[config.mk]
export PLATFORM = sky130hd
export DESIGN_NAME = oack_option_parser
export DESIGN_NICKNAME = d
export VERILOG_FILES = /design/src/rtl/oack_pkg.sv /design/src/rtl/oack_option_parser.sv
export SDC_FILE = /design/constraint.sdc
export NUM_CORES = 1
export LEC_CHECK = 0
export BUFFER_PORTS_ARGS = -buffer_cell sky130_fd_sc_hd__clkbuf_2
export CAP_MARGIN = 20
export CORE_UTILIZATION = 37
export DETAILED_ROUTE_END_ITERATION = 7
export SLEW_MARGIN = 20
export SYNTH_ARGS = -nofsm -noshare
export SYNTH_HDL_FRONTEND = slang
export SYNTH_SLANG_ARGS = --single-unit
export TNS_END_PERCENT = 5
[constraint.sdc]
create_clock -name clk -period 7.25 [get_ports clk]
set_clock_uncertainty 0.2 [all_clocks]
set_input_delay 1.45 -clock clk [delete_from_list [all_inputs] [get_ports clk]]
set_output_delay 1.45 -clock clk [all_outputs]
set_load 0.02 [all_outputs]
[src/rtl/oack_pkg.sv]
// package: phase codes, option name tables and limits for the oack option parser
package oack_pkg;

  localparam logic [15:0] DEFAULT_BLOCK = 16'd512;
  localparam logic [15:0] DEFAULT_WINDOW = 16'd1;
  localparam logic [15:0] MAX_BLOCK = 16'd65464;
  localparam logic [15:0] MIN_BLOCK = 16'd8;
  localparam logic [7:0] OPCODE_OACK = 8'd6;
  localparam int ACC_W = 17;
  localparam logic [ACC_W-1:0] ACC_LIMIT = '1;
  localparam logic [3:0] BLK_LEN = 4'd7;
  localparam logic [3:0] WIN_LEN = 4'd10;
  localparam logic [3:0] POS_MAX = 4'd15;

  localparam logic CFG_REQ_BLOCK = 1'b0;
  localparam logic CFG_REQ_WINDOW = 1'b1;

  typedef enum logic [2:0] {
    PH_OP0,
    PH_OP1,
    PH_NAME,
    PH_VLEAD,
    PH_VDIG,
    PH_SKIP
  } phase_t;

  function automatic logic [7:0] blk_char(input logic [3:0] pos);
    logic [7:0] c;
    case (pos)
      4'd0: c = "b";
      4'd1: c = "l";
      4'd2: c = "k";
      4'd3: c = "s";
      4'd4: c = "i";
      4'd5: c = "z";
      4'd6: c = "e";
      default: c = 8'd0;
    endcase
    return c;
  endfunction

  function automatic logic [7:0] win_char(input logic [3:0] pos);
    logic [7:0] c;
    case (pos)
      4'd0: c = "w";
      4'd1: c = "i";
      4'd2: c = "n";
      4'd3: c = "d";
      4'd4: c = "o";
      4'd5: c = "w";
      4'd6: c = "s";
      4'd7: c = "i";
      4'd8: c = "z";
      4'd9: c = "e";
      default: c = 8'd0;
    endcase
    return c;
  endfunction

endpackage

[src/rtl/oack_option_parser.sv]
// top level: tftp option-acknowledgment parser, one packet byte per cycle while in_stall is low
//
// The input channel carries one packet byte per beat (opcode bytes first),
// with in_last_byte set on the final byte. Each beat lands in an input
// register and is parsed from there by a short update of the parse
// state. On the last byte a verdict beat goes to the output register:
// out_accepted, and the agreed block and window sizes (512 and 1 when the
// packet is rejected or the option is absent).
// The verdict is registered: the last byte passes the input register, then the output register.
// Throughput: one byte per cycle, limited by the single parse update and by in_stall.
// The cfg port writes the requested block size (index 0) and the requested
// window size (index 1); write them while no packet is in flight.
// When out_stall holds a verdict, non-last bytes keep flowing; a following
// last byte waits in the input register and in_stall rises until the held
// verdict is taken.
// Reset (synchronous, rst_n low) empties both registers, returns the parse
// state to the first opcode byte and sets the requests to 512 and 0.
module oack_option_parser (
  input  logic        clk,
  input  logic        rst_n,
  input  logic        in_valid,
  output logic        in_stall,
  input  logic [7:0]  in_packet_byte,
  input  logic        in_last_byte,
  output logic        out_valid,
  input  logic        out_stall,
  output logic        out_accepted,
  output logic [15:0] out_agreed_block_size,
  output logic [15:0] out_agreed_window_size,
  input  logic        cfg_wr_en,
  input  logic        cfg_index,
  input  logic [15:0] cfg_wdata
);
  import oack_pkg::*;

  // configuration
  logic [15:0] req_blk_r;
  logic [15:0] req_win_r;

  // input register
  logic       in_valid_r;
  logic [7:0] byte_r;
  logic       last_r;

  // parse state
  phase_t           phase_r, phase_nxt;
  logic [3:0]       pos_r, pos_nxt;
  logic             cand_blk_r, cand_blk_nxt;
  logic             cand_win_r, cand_win_nxt;
  logic [ACC_W-1:0] acc_r, acc_nxt;
  logic             digit_r, digit_nxt;
  logic             neg_r, neg_nxt;
  logic             found_r, found_nxt;
  logic             blk_seen_r, blk_seen_nxt;
  logic             win_seen_r, win_seen_nxt;
  logic             fail_r, fail_nxt;
  logic [15:0]      held_blk_r, held_blk_nxt;
  logic [15:0]      held_win_r, held_win_nxt;

  // output register
  logic        out_valid_r;
  logic        acc_ok_r;
  logic [15:0] out_blk_r;
  logic [15:0] out_win_r;

  logic        consume;
  logic        verdict_ok;
  logic [7:0]  lc;
  logic        is_digit;
  logic        is_space;
  logic [20:0] acc_mul;

  assign consume  = in_valid_r && (!last_r || !out_valid_r || !out_stall);
  assign in_stall = in_valid_r && !consume;

  assign lc       = (byte_r >= "A" && byte_r <= "Z") ? byte_r + 8'd32 : byte_r;
  assign is_digit = (byte_r >= "0") && (byte_r <= "9");
  assign is_space = (byte_r == " ") || (byte_r >= 8'd9 && byte_r <= 8'd13);
  // acc * 10 + digit as two shifts and two adds
  assign acc_mul  = {1'b0, acc_r, 3'b000} + {3'b000, acc_r, 1'b0} + {17'd0, byte_r[3:0]};

  always_comb begin
    phase_nxt    = phase_r;
    pos_nxt      = pos_r;
    cand_blk_nxt = cand_blk_r;
    cand_win_nxt = cand_win_r;
    acc_nxt      = acc_r;
    digit_nxt    = digit_r;
    neg_nxt      = neg_r;
    found_nxt    = found_r;
    blk_seen_nxt = blk_seen_r;
    win_seen_nxt = win_seen_r;
    fail_nxt     = fail_r;
    held_blk_nxt = held_blk_r;
    held_win_nxt = held_win_r;

    case (phase_r)
      PH_OP0: begin
        if (byte_r != 8'd0) begin
          fail_nxt  = 1'b1;
          phase_nxt = PH_SKIP;
        end else begin
          phase_nxt = PH_OP1;
        end
      end
      PH_OP1: begin
        if (byte_r != OPCODE_OACK) begin
          fail_nxt  = 1'b1;
          phase_nxt = PH_SKIP;
        end else begin
          phase_nxt    = PH_NAME;
          pos_nxt      = '0;
          cand_blk_nxt = 1'b1;
          cand_win_nxt = 1'b1;
        end
      end
      PH_NAME: begin
        if (byte_r == 8'd0) begin
          // name terminator: pick the option or reject
          if (pos_r != '0 && cand_blk_r && pos_r == BLK_LEN) begin
            cand_blk_nxt = 1'b1;
            cand_win_nxt = 1'b0;
            acc_nxt      = '0;
            digit_nxt    = 1'b0;
            neg_nxt      = 1'b0;
            phase_nxt    = PH_VLEAD;
          end else if (pos_r != '0 && cand_win_r && pos_r == WIN_LEN) begin
            cand_blk_nxt = 1'b0;
            cand_win_nxt = 1'b1;
            acc_nxt      = '0;
            digit_nxt    = 1'b0;
            neg_nxt      = 1'b0;
            phase_nxt    = PH_VLEAD;
          end else begin
            fail_nxt  = 1'b1;
            phase_nxt = PH_SKIP;
          end
        end else begin
          if (pos_r >= BLK_LEN || lc != blk_char(pos_r)) cand_blk_nxt = 1'b0;
          if (pos_r >= WIN_LEN || lc != win_char(pos_r)) cand_win_nxt = 1'b0;
          if (pos_r < POS_MAX) pos_nxt = pos_r + 4'd1;
        end
      end
      PH_VLEAD: begin
        if (byte_r == 8'd0) begin
          fail_nxt  = 1'b1;
          phase_nxt = PH_SKIP;
        end else if (is_space) begin
          phase_nxt = PH_VLEAD;
        end else if (byte_r == "+") begin
          phase_nxt = PH_VDIG;
        end else if (byte_r == "-") begin
          neg_nxt   = 1'b1;
          phase_nxt = PH_VDIG;
        end else if (is_digit) begin
          acc_nxt   = (acc_mul > {4'd0, ACC_LIMIT}) ? ACC_LIMIT : acc_mul[ACC_W-1:0];
          digit_nxt = 1'b1;
          phase_nxt = PH_VDIG;
        end else begin
          fail_nxt  = 1'b1;
          phase_nxt = PH_SKIP;
        end
      end
      PH_VDIG: begin
        if (byte_r == 8'd0) begin
          // value terminator: digit, sign, range and duplicate checks
          if (!digit_r || neg_r) begin
            fail_nxt  = 1'b1;
            phase_nxt = PH_SKIP;
          end else if (cand_blk_r && !cand_win_r) begin
            if (blk_seen_r || req_blk_r == DEFAULT_BLOCK ||
                acc_r < {1'b0, MIN_BLOCK} || acc_r > {1'b0, req_blk_r} ||
                acc_r > {1'b0, MAX_BLOCK}) begin
              fail_nxt  = 1'b1;
              phase_nxt = PH_SKIP;
            end else begin
              held_blk_nxt = acc_r[15:0];
              blk_seen_nxt = 1'b1;
              found_nxt    = 1'b1;
              phase_nxt    = PH_NAME;
              pos_nxt      = '0;
              cand_blk_nxt = 1'b1;
              cand_win_nxt = 1'b1;
            end
          end else begin
            if (win_seen_r || req_win_r == 16'd0 ||
                acc_r < {1'b0, DEFAULT_WINDOW} || acc_r > {1'b0, req_win_r}) begin
              fail_nxt  = 1'b1;
              phase_nxt = PH_SKIP;
            end else begin
              held_win_nxt = acc_r[15:0];
              win_seen_nxt = 1'b1;
              found_nxt    = 1'b1;
              phase_nxt    = PH_NAME;
              pos_nxt      = '0;
              cand_blk_nxt = 1'b1;
              cand_win_nxt = 1'b1;
            end
          end
        end else if (is_digit) begin
          acc_nxt   = (acc_mul > {4'd0, ACC_LIMIT}) ? ACC_LIMIT : acc_mul[ACC_W-1:0];
          digit_nxt = 1'b1;
        end else begin
          fail_nxt  = 1'b1;
          phase_nxt = PH_SKIP;
        end
      end
      default: begin
        phase_nxt = phase_r;
      end
    endcase
  end

  assign verdict_ok = !fail_nxt && phase_nxt == PH_NAME && pos_nxt == '0 && found_nxt;

  always_ff @(posedge clk) begin
    if (!rst_n) begin
      req_blk_r <= DEFAULT_BLOCK;
      req_win_r <= 16'd0;
    end else if (cfg_wr_en) begin
      case (cfg_index)
        CFG_REQ_BLOCK:  req_blk_r <= cfg_wdata;
        CFG_REQ_WINDOW: req_win_r <= cfg_wdata;
        default:        req_blk_r <= req_blk_r;
      endcase
    end
  end

  always_ff @(posedge clk) begin
    if (!rst_n) begin
      in_valid_r <= 1'b0;
    end else if (!in_stall) begin
      in_valid_r <= in_valid;
    end
  end

  always_ff @(posedge clk) begin
    if (in_valid && !in_stall) begin
      byte_r <= in_packet_byte;
      last_r <= in_last_byte;
    end
  end

  always_ff @(posedge clk) begin
    if (!rst_n || (consume && last_r)) begin
      phase_r    <= PH_OP0;
      pos_r      <= '0;
      cand_blk_r <= 1'b1;
      cand_win_r <= 1'b1;
      acc_r      <= '0;
      digit_r    <= 1'b0;
      neg_r      <= 1'b0;
      found_r    <= 1'b0;
      blk_seen_r <= 1'b0;
      win_seen_r <= 1'b0;
      fail_r     <= 1'b0;
      held_blk_r <= DEFAULT_BLOCK;
      held_win_r <= DEFAULT_WINDOW;
    end else if (consume) begin
      phase_r    <= phase_nxt;
      pos_r      <= pos_nxt;
      cand_blk_r <= cand_blk_nxt;
      cand_win_r <= cand_win_nxt;
      acc_r      <= acc_nxt;
      digit_r    <= digit_nxt;
      neg_r      <= neg_nxt;
      found_r    <= found_nxt;
      blk_seen_r <= blk_seen_nxt;
      win_seen_r <= win_seen_nxt;
      fail_r     <= fail_nxt;
      held_blk_r <= held_blk_nxt;
      held_win_r <= held_win_nxt;
    end
  end

  always_ff @(posedge clk) begin
    if (!rst_n) begin
      out_valid_r <= 1'b0;
    end else if (consume && last_r) begin
      out_valid_r <= 1'b1;
    end else if (!out_stall) begin
      out_valid_r <= 1'b0;
    end
  end

  always_ff @(posedge clk) begin
    if (consume && last_r) begin
      acc_ok_r  <= verdict_ok;
      out_blk_r <= verdict_ok ? held_blk_nxt : DEFAULT_BLOCK;
      out_win_r <= verdict_ok ? held_win_nxt : DEFAULT_WINDOW;
    end
  end

  assign out_valid              = out_valid_r;
  assign out_accepted           = acc_ok_r;
  assign out_agreed_block_size  = out_blk_r;
  assign out_agreed_window_size = out_win_r;

`ifndef NO_ASSERTIONS
  a_reject_defaults: assert property (@(posedge clk) disable iff (!rst_n)
    out_valid_r && !acc_ok_r |-> out_blk_r == DEFAULT_BLOCK && out_win_r == DEFAULT_WINDOW)
    else $error("rejected verdict carries non-default sizes");

  a_block_range: assert property (@(posedge clk) disable iff (!rst_n)
    out_valid_r && acc_ok_r |-> out_blk_r >= MIN_BLOCK && out_blk_r <= MAX_BLOCK &&
      out_win_r != 16'd0)
    else $error("accepted verdict out of range");

  a_packet_restart: assert property (@(posedge clk) disable iff (!rst_n)
    consume && last_r |=> phase_r == PH_OP0 && !fail_r && !found_r)
    else $error("parse state not cleared after last byte");

  a_fail_skips: assert property (@(posedge clk) disable iff (!rst_n)
    fail_r |-> phase_r == PH_SKIP)
    else $error("fault latched outside skip phase");
`endif

endmodule

Word level (Yosys, flattened, before mapping)
Memories as Yosys holds them, arrays and structs flattened. A register that Yosys moved wholly into a read port is not among the register bits.
Index checks and enable logic that the tools add are counted.
Operators by class
  reduce and logical (&&, ||, !) cells: 56
  magnitude comparators: 15
  multiplexer cells: 109
  add/sub/neg operators: 4
  equal/unequal tests: 37
  bitwise operators: 5
Operators with widths (count)
  17-bit 2-to-1 mux: 10
  16-bit 2-to-1 mux: 10
  1-bit 2-to-1 mux: 52
  17-bit case mux with 3 select lines: 1
  7-bit case mux with 7 select lines: 1
  4-bit 2-to-1 mux: 10
  8-bit 2-to-1 mux: 5
  3-bit 2-to-1 mux: 13
  17-bit by 16-bit greater-than comparator with 1-bit output: 2
  9-bit AND reduction: 3
  8-bit by 6-bit == test with 1-bit output (second input constant): 3
  20-bit by 18-bit adder with 21-bit output: 1
  21-bit by 4-bit adder with 21-bit output: 1
  21-bit by 17-bit greater-than comparator with 1-bit output (second input constant): 1
  2-bit != test (second input constant): 10
  17-bit by 16-bit greater-than comparator with 1-bit output (second input constant): 1
  17-bit by 1-bit less-than comparator with 1-bit output (second input constant): 1
  17-bit by 4-bit less-than comparator with 1-bit output (second input constant): 1
  16-bit by 10-bit == test with 1-bit output (second input constant): 1
  4-bit by 3-bit == test with 1-bit output (second input constant): 4
  16-bit zero test: 1
  8-bit != test: 2
  1-bit logical AND: 15
  3-bit != test (second input constant): 5
  other kinds (38): 72
Word-level totals
  bits in registers: 140
  logic and storage cells: 249
  output and inout bits: 35
  input port bits: 31
  bits in read-only memories: 112
  memories kept: 1
Memories
  (no name shown): depth 16, bits a word 7, rd ports 1, clocked after memory_dff 1, wr ports 0, RTL line oack_pkg.sv:44  | case (pos)

Depth between registers and ports, before layout
  word-level depth: 14
  depth in mapped cells: 16
  gate-level depth less buffers: 15

Worst setup path before layout
No wires, ideal clock.
  path kind: register to register
  from: reg byte_r[3]
  to: reg acc_r[10]
  arrival time: 3245 ps
  period minus slack after synthesis: 3579 ps
  buffers on the path: 1
  slack: 3671 ps
  data required time: 6916 ps
  library setup time: 134 ps
  stages on the path, launching flop included: 12
  path through: edfxtp_1 fa_1 ha_1 a21o_1 nand4_1 nand2_1 a21boi_0 o311ai_0 a21oi_1 o31ai_1 buf_2 a211oi_1
Between the ends
  cells in the longest elaborated chain, start to end: 9
  elaborated cells between the ends (all ways): 28
  classes of those cells: 1 x add/sub; 5 x order compare; 9 x eq/ne; 8 x mux; 5 x reduce/logical
Ends and longest elaborated chain
  start, declared: RTL line oack_option_parser.sv:42  | logic [7:0] byte_r;
  start signal, assigned: RTL line oack_option_parser.sv:239  | byte_r <= in_packet_byte;
  21-bit by 4-bit adder with 21-bit output: RTL line oack_option_parser.sv:80  | assign acc_mul = {1'b0, acc_r, 3'b000} + {3'b000, acc_r, 1'b0} + {17'd0, byte_r[3:0]};
  21-bit by 17-bit greater-than comparator with 1-bit output: RTL line oack_option_parser.sv:156, oack_option_parser.sv:201
  17-bit 2-to-1 mux: RTL line oack_option_parser.sv:156, oack_option_parser.sv:201
  17-bit 2-to-1 mux: RTL line oack_option_parser.sv:155, oack_option_parser.sv:200
  17-bit 2-to-1 mux: RTL line oack_option_parser.sv:152  | end else if (byte_r == "-") begin
  17-bit 2-to-1 mux: RTL line oack_option_parser.sv:150  | end else if (byte_r == "+") begin
  17-bit 2-to-1 mux: RTL line oack_option_parser.sv:148  | end else if (is_space) begin
  17-bit 2-to-1 mux: RTL line oack_option_parser.sv:145  | if (byte_r == 8'd0) begin
  17-bit case mux with 3 select lines: RTL line oack_option_parser.sv:97  | case (phase_r)
  end signal, assigned: RTL line oack_option_parser.sv:264  | acc_r <= acc_nxt;
  end, declared: RTL line oack_option_parser.sv:50  | logic [ACC_W-1:0] acc_r, acc_nxt;
Several ways; a longest one is shown, not always the timed one. The select of a mux whose other input is x is not followed.
A chain may end at the register's enable or synchronous reset.

Worst setup path in the final report
  from: reg acc_r[6]
  to: reg out_blk_r[9] (netlist: out_agreed_block_size[9]), data pin
Between the ends
  cells in the longest elaborated chain, start to end: 13
  elaborated cells between the ends (all ways): 45
  classes of those cells: 5 x order compare; 1 x eq/ne; 29 x mux; 10 x reduce/logical
Ends and longest elaborated chain
  17-bit by 4-bit less-than comparator with 1-bit output: RTL line oack_option_parser.sv:172  | acc_r < {1'b0, MIN_BLOCK} || acc_r > {1'b0, req_blk_r} ||
  1-bit logical OR: RTL line oack_option_parser.sv:171  | if (blk_seen_r || req_blk_r == DEFAULT_BLOCK ||
  1-bit logical OR (2 in series): RTL line oack_option_parser.sv:172
  3-bit 2-to-1 mux / 1-bit 2-to-1 mux (equally long branches): RTL line oack_option_parser.sv:171
  3-bit 2-to-1 mux / 1-bit 2-to-1 mux (equally long branches): RTL line oack_option_parser.sv:170  | end else if (cand_blk_r && !cand_win_r) begin
  3-bit 2-to-1 mux / 1-bit 2-to-1 mux (equally long branches): RTL line oack_option_parser.sv:167  | if (!digit_r || neg_r) begin
  3-bit 2-to-1 mux / 1-bit 2-to-1 mux (equally long branches): RTL line oack_option_parser.sv:165  | if (byte_r == 8'd0) begin
  3-bit case mux with 5 select lines / 1-bit case mux with 5 select lines (equally long branches): RTL line oack_option_parser.sv:97
  3-bit by 2-bit == test with 1-bit output / 1-bit zero test (equally long branches): RTL line oack_option_parser.sv:214  | assign verdict_ok = !fail_nxt && phase_nxt == PH_NAME && pos_nxt == '0 && found_nxt;
  1-bit logical AND (3 in series): RTL line oack_option_parser.sv:214
  end signal, assigned: RTL line oack_option_parser.sv:289  | out_blk_r <= verdict_ok ? held_blk_nxt : DEFAULT_BLOCK;
  end, declared: RTL line oack_option_parser.sv:63  | logic [15:0] out_blk_r;
Several ways; a longest one is shown, not always the timed one.

==> impl_metrics.yaml <==
sta:
  hold_viol: 0
  min_period_ns: 4.877
  fmax_mhz: 205.0
  rsz0062_at_grt: "no"
  fin_tns_setup_ns: 0
  period_share_pct: 67.27
  drv_slew: 0
  report.final.setup_viol: 0
  relSlewSlack_pct: 26.21
  worstMarginPinSlew_ns: 1.107
global_routing:
  grt_max_degree: 58
  grt_antenna_before_repair: 0
  grt_pass1_wl_mm: 35.99
  grt-ovfl-total: 0
  grt_pass1_vias: 6797
  track_usage_pct: 19.06
route:
  postRouteAntennaNets: 0
  drt_first_pass_iters: 5
  drt_iter0_markers: 495
  wirelength_mm: 22.22
  wl_per_cell_um: 16.19
  num_vias: 7330
  drt-vias-per-instance: 5.343
  drc_errors: 0
die:
  io_pins: 66
  die_h_um: 154.8
  num_rows: 55
  die-area_sq_mm: 0.02396
  core_area_sq_mm: 0.02278
  die_w_um: 154.8
  initial_core_util_pct: 37.92
finish:
  syn_to_final_growth_pct: 12.78
  diodes: 0
  fin_area_sq_mm: 0.009741
  drive_gt1_share_pct: 10.86
  nNetsFinal: 1154
  fin_util_pct: 42.76
critical_path:
  cp-end-kind: "flop"
  cp_data_arrival_time_ns: 4.85
  cp_common_cell: "a211oi_1"
  cpPeakStageDelay_ns: 0.84
  critPathTopFamily: "simple AND/OR/NAND/NOR gates"
  startpoint_type: "flop"
  critPathKind: "flop to flop"
  critPathBufInv: 0
  path_cells: "ha_1 -> a211oi_1 -> nor2_1 -> a2111oi_0 -> a211oi_1 -> or3_1 -> nor2b_1 -> o21ai_0 -> or3b_2 -> a211o_1"
  critPathMaxFanout: 33
  cp.depth: 10
  cpMaxStageDelayCell: "or3_1"
  reg2regPathDepth: 10
  critPathRequiredTime_ns: 7.22
power:
  peakVddDrop_v: 0.0001581
  leakagePower_nw: 3.855
  power.total_w: 0.001875
  power_per_cell_area_mw_per_mm2: 192.5
run_status:
  status: "complete, no violations"
cts:
  cts.clk_slew.worst_paths_ns: 0.08
  numCtsBuffers: 17
  htree_levels: 4
  tritoncts: "yes"
  ctsRootBufferMaster: "clkbuf_16"
  clock_latency_ns: 0.44
  cts_hold_buffers: 0
  post_cts_buffers: 0
  cts_buffer_depth: 2
  cts_resized: 0
  cts.sinks: 146
hold_path:
  min_path_type: "flop to flop"
  hold_depth: 2
yosys:
  synth_edf_count: 42
  async_flop_share_pct: 0
  synth_flop_cell: "dfxtp_1"
  seq_area_frac_synth_pct: 38.71
  synthCells: 1010
  synth_seq_cells: 146
  syn_nets: 1117
  syn-cell-area_sq_mm: 0.008637
  synth_cell_types: 64
  syn_area_per_cell_sq_um: 8.552
  ys_warn_count: 0
job:
  cap_violations: 0
place:
  post-dp-hpwl_mm: 15.97
  port_buffers: 65
  placed_cell_area_sq_mm: 0.009188
  place_congestion: 0.8555
## path summary, 6_finish.rpt
kind,startpoint,end,slack [ns]
setup / recovery,acc_r[6],out_agreed_block_size[9],2.37
hold / removal,held_blk_r[11],held_blk_r[11],0.25
setup reg to reg,acc_r[6],out_agreed_block_size[9],2.37
hold reg to reg,held_blk_r[11],held_blk_r[11],0.25
## registers in the layout, indices dropped and copies added (netlist names), 3 cells and up, named ones only
signal,count
out_agreed_window_size,16
req_blk_r,16
byte_r,8
held_blk_r,16
acc_r,17
req_win_r,16
phase_r,3
out_agreed_block_size,16
held_win_r,16
pos_r,4
## stage by stage
| stage | std cells | hold WS [ns] | setup WS [ns] |
|---|---|---|---|
| 6_report | 1372 | 0.2544 | 2.373 |
| 2_1_floorplan | 1010 | 0.2357 | 3.671 |
| 3_5_place_dp | 1341 | 0.2460 | 2.204 |
| 4_1_cts | 1372 | 0.2552 | 2.208 |
| 3_3_place_gp | 1341 | 0.2417 | 2.362 |
| 5_1_grt | 1372 | 0.2710 | 2.051 |
## routing by layer
| layer | part of all wire, % | GRT usage (%) | vias to the layer above |
|---|---|---|---|
| li1 | - | - | 3678 |
| met1 | 49 | 26.39 | 3434 |
| met2 | 45 | 30.08 | 189 |
| met3 | 4.6 | 3.250 | 29 |
| met4 | 1.5 | 6.082 | 0 |
| met5 | 0 | 0 | - |
## cell type report
class / instances / area [sq um]
repair buffers: 72 / 377.9
fillers: 2249 / 13040
clock inverters: 13 / 123.9
well taps: 313 / 391.6
multi-input cells: 753 / 4861
clock buffers: 18 / 429.2
flip-flops and latches: 146 / 3343
inverters: 57 / 214.0
## cell families (layout without fill, tap and decap cells)
group | count (synthesis) | count (layout) | share of synthesized area [%]
mux | 31 | 31 | 3.593
flops | 146 | 146 | 38.71
compound gates | 246 | 246 | 18.33
fa+ha+maj | 76 | 76 | 11.18
buf+inv | 111 | 160 | 5.331
xor+xnor | 23 | 23 | 2.332
simple gates | 377 | 377 | 20.53
## cell usage in the layout (no fill, tap or decap), types with 12 or more instances in the layout
cell         n
a31oi_1     13
edfxtp_1    42
nor4_1      14
a211oi_1    25
nor2_1      79
nor3_1      14
dfxtp_1    104
clkbuf_16   17
a21boi_0    34
clkbuf_2    65
nand2_1    173
nand3_1     13
nand4_1     15
o21ai_0     27
mux2i_1     31
xnor2_1     12
a21oi_1     84
inv_1       55
ha_1        74
## tightest hold or removal path, cell delays in order, from the launching register on
cell and delay, ns:
dfxtp_1 0.31, nand2_1 0.05, a21oi_1 0.05
## synthesized netlist by cell type (3+ instances only)
cell / count / share of area, %
a2111oi_0: 3 / 0.30
a211o_1: 4 / 0.41
a211oi_1: 25 / 2.2
a21boi_0: 34 / 3.0
a21o_1: 10 / 0.87
a21oi_1: 84 / 4.9
a31oi_1: 13 / 0.94
and2_1: 8 / 0.58
and3_1: 9 / 0.65
buf_2: 8 / 0.46
buf_6: 4 / 0.52
clkbuf_1: 39 / 1.7
dfxtp_1: 104 / 24
edfxtp_1: 42 / 15
ha_1: 74 / 11
inv_1: 56 / 2.4
mux2i_1: 31 / 3.6
nand2_1: 174 / 7.6
nand2b_1: 8 / 0.58
nand3_1: 13 / 0.75
nand4_1: 15 / 1.1
nand4b_1: 4 / 0.41
nor2_1: 79 / 3.4
nor2b_1: 10 / 0.72
nor3_1: 15 / 0.87
nor4_1: 15 / 1.1
nor4b_1: 5 / 0.51
o2111ai_1: 3 / 0.30
o211ai_1: 6 / 0.52
o21a_1: 4 / 0.35
o21ai_0: 27 / 1.6
o21ai_1: 3 / 0.17
o221ai_1: 4 / 0.41
o31ai_1: 6 / 0.52
or3_1: 7 / 0.51
xnor2_1: 12 / 1.2
xor2_1: 11 / 1.1
## report_power, final
part,leakage [nW],switching (W),internal [W],total (W)
Sequential,1.24,0.0000245,0.000856,0.000881
Clock,0.266,0.000378,0.000477,0.000854
Combinational,2.35,0.0000876,0.0000524,0.000140
Total,3.86,0.000490,0.00138,0.00187
Power figures use the tool's default switching activity.
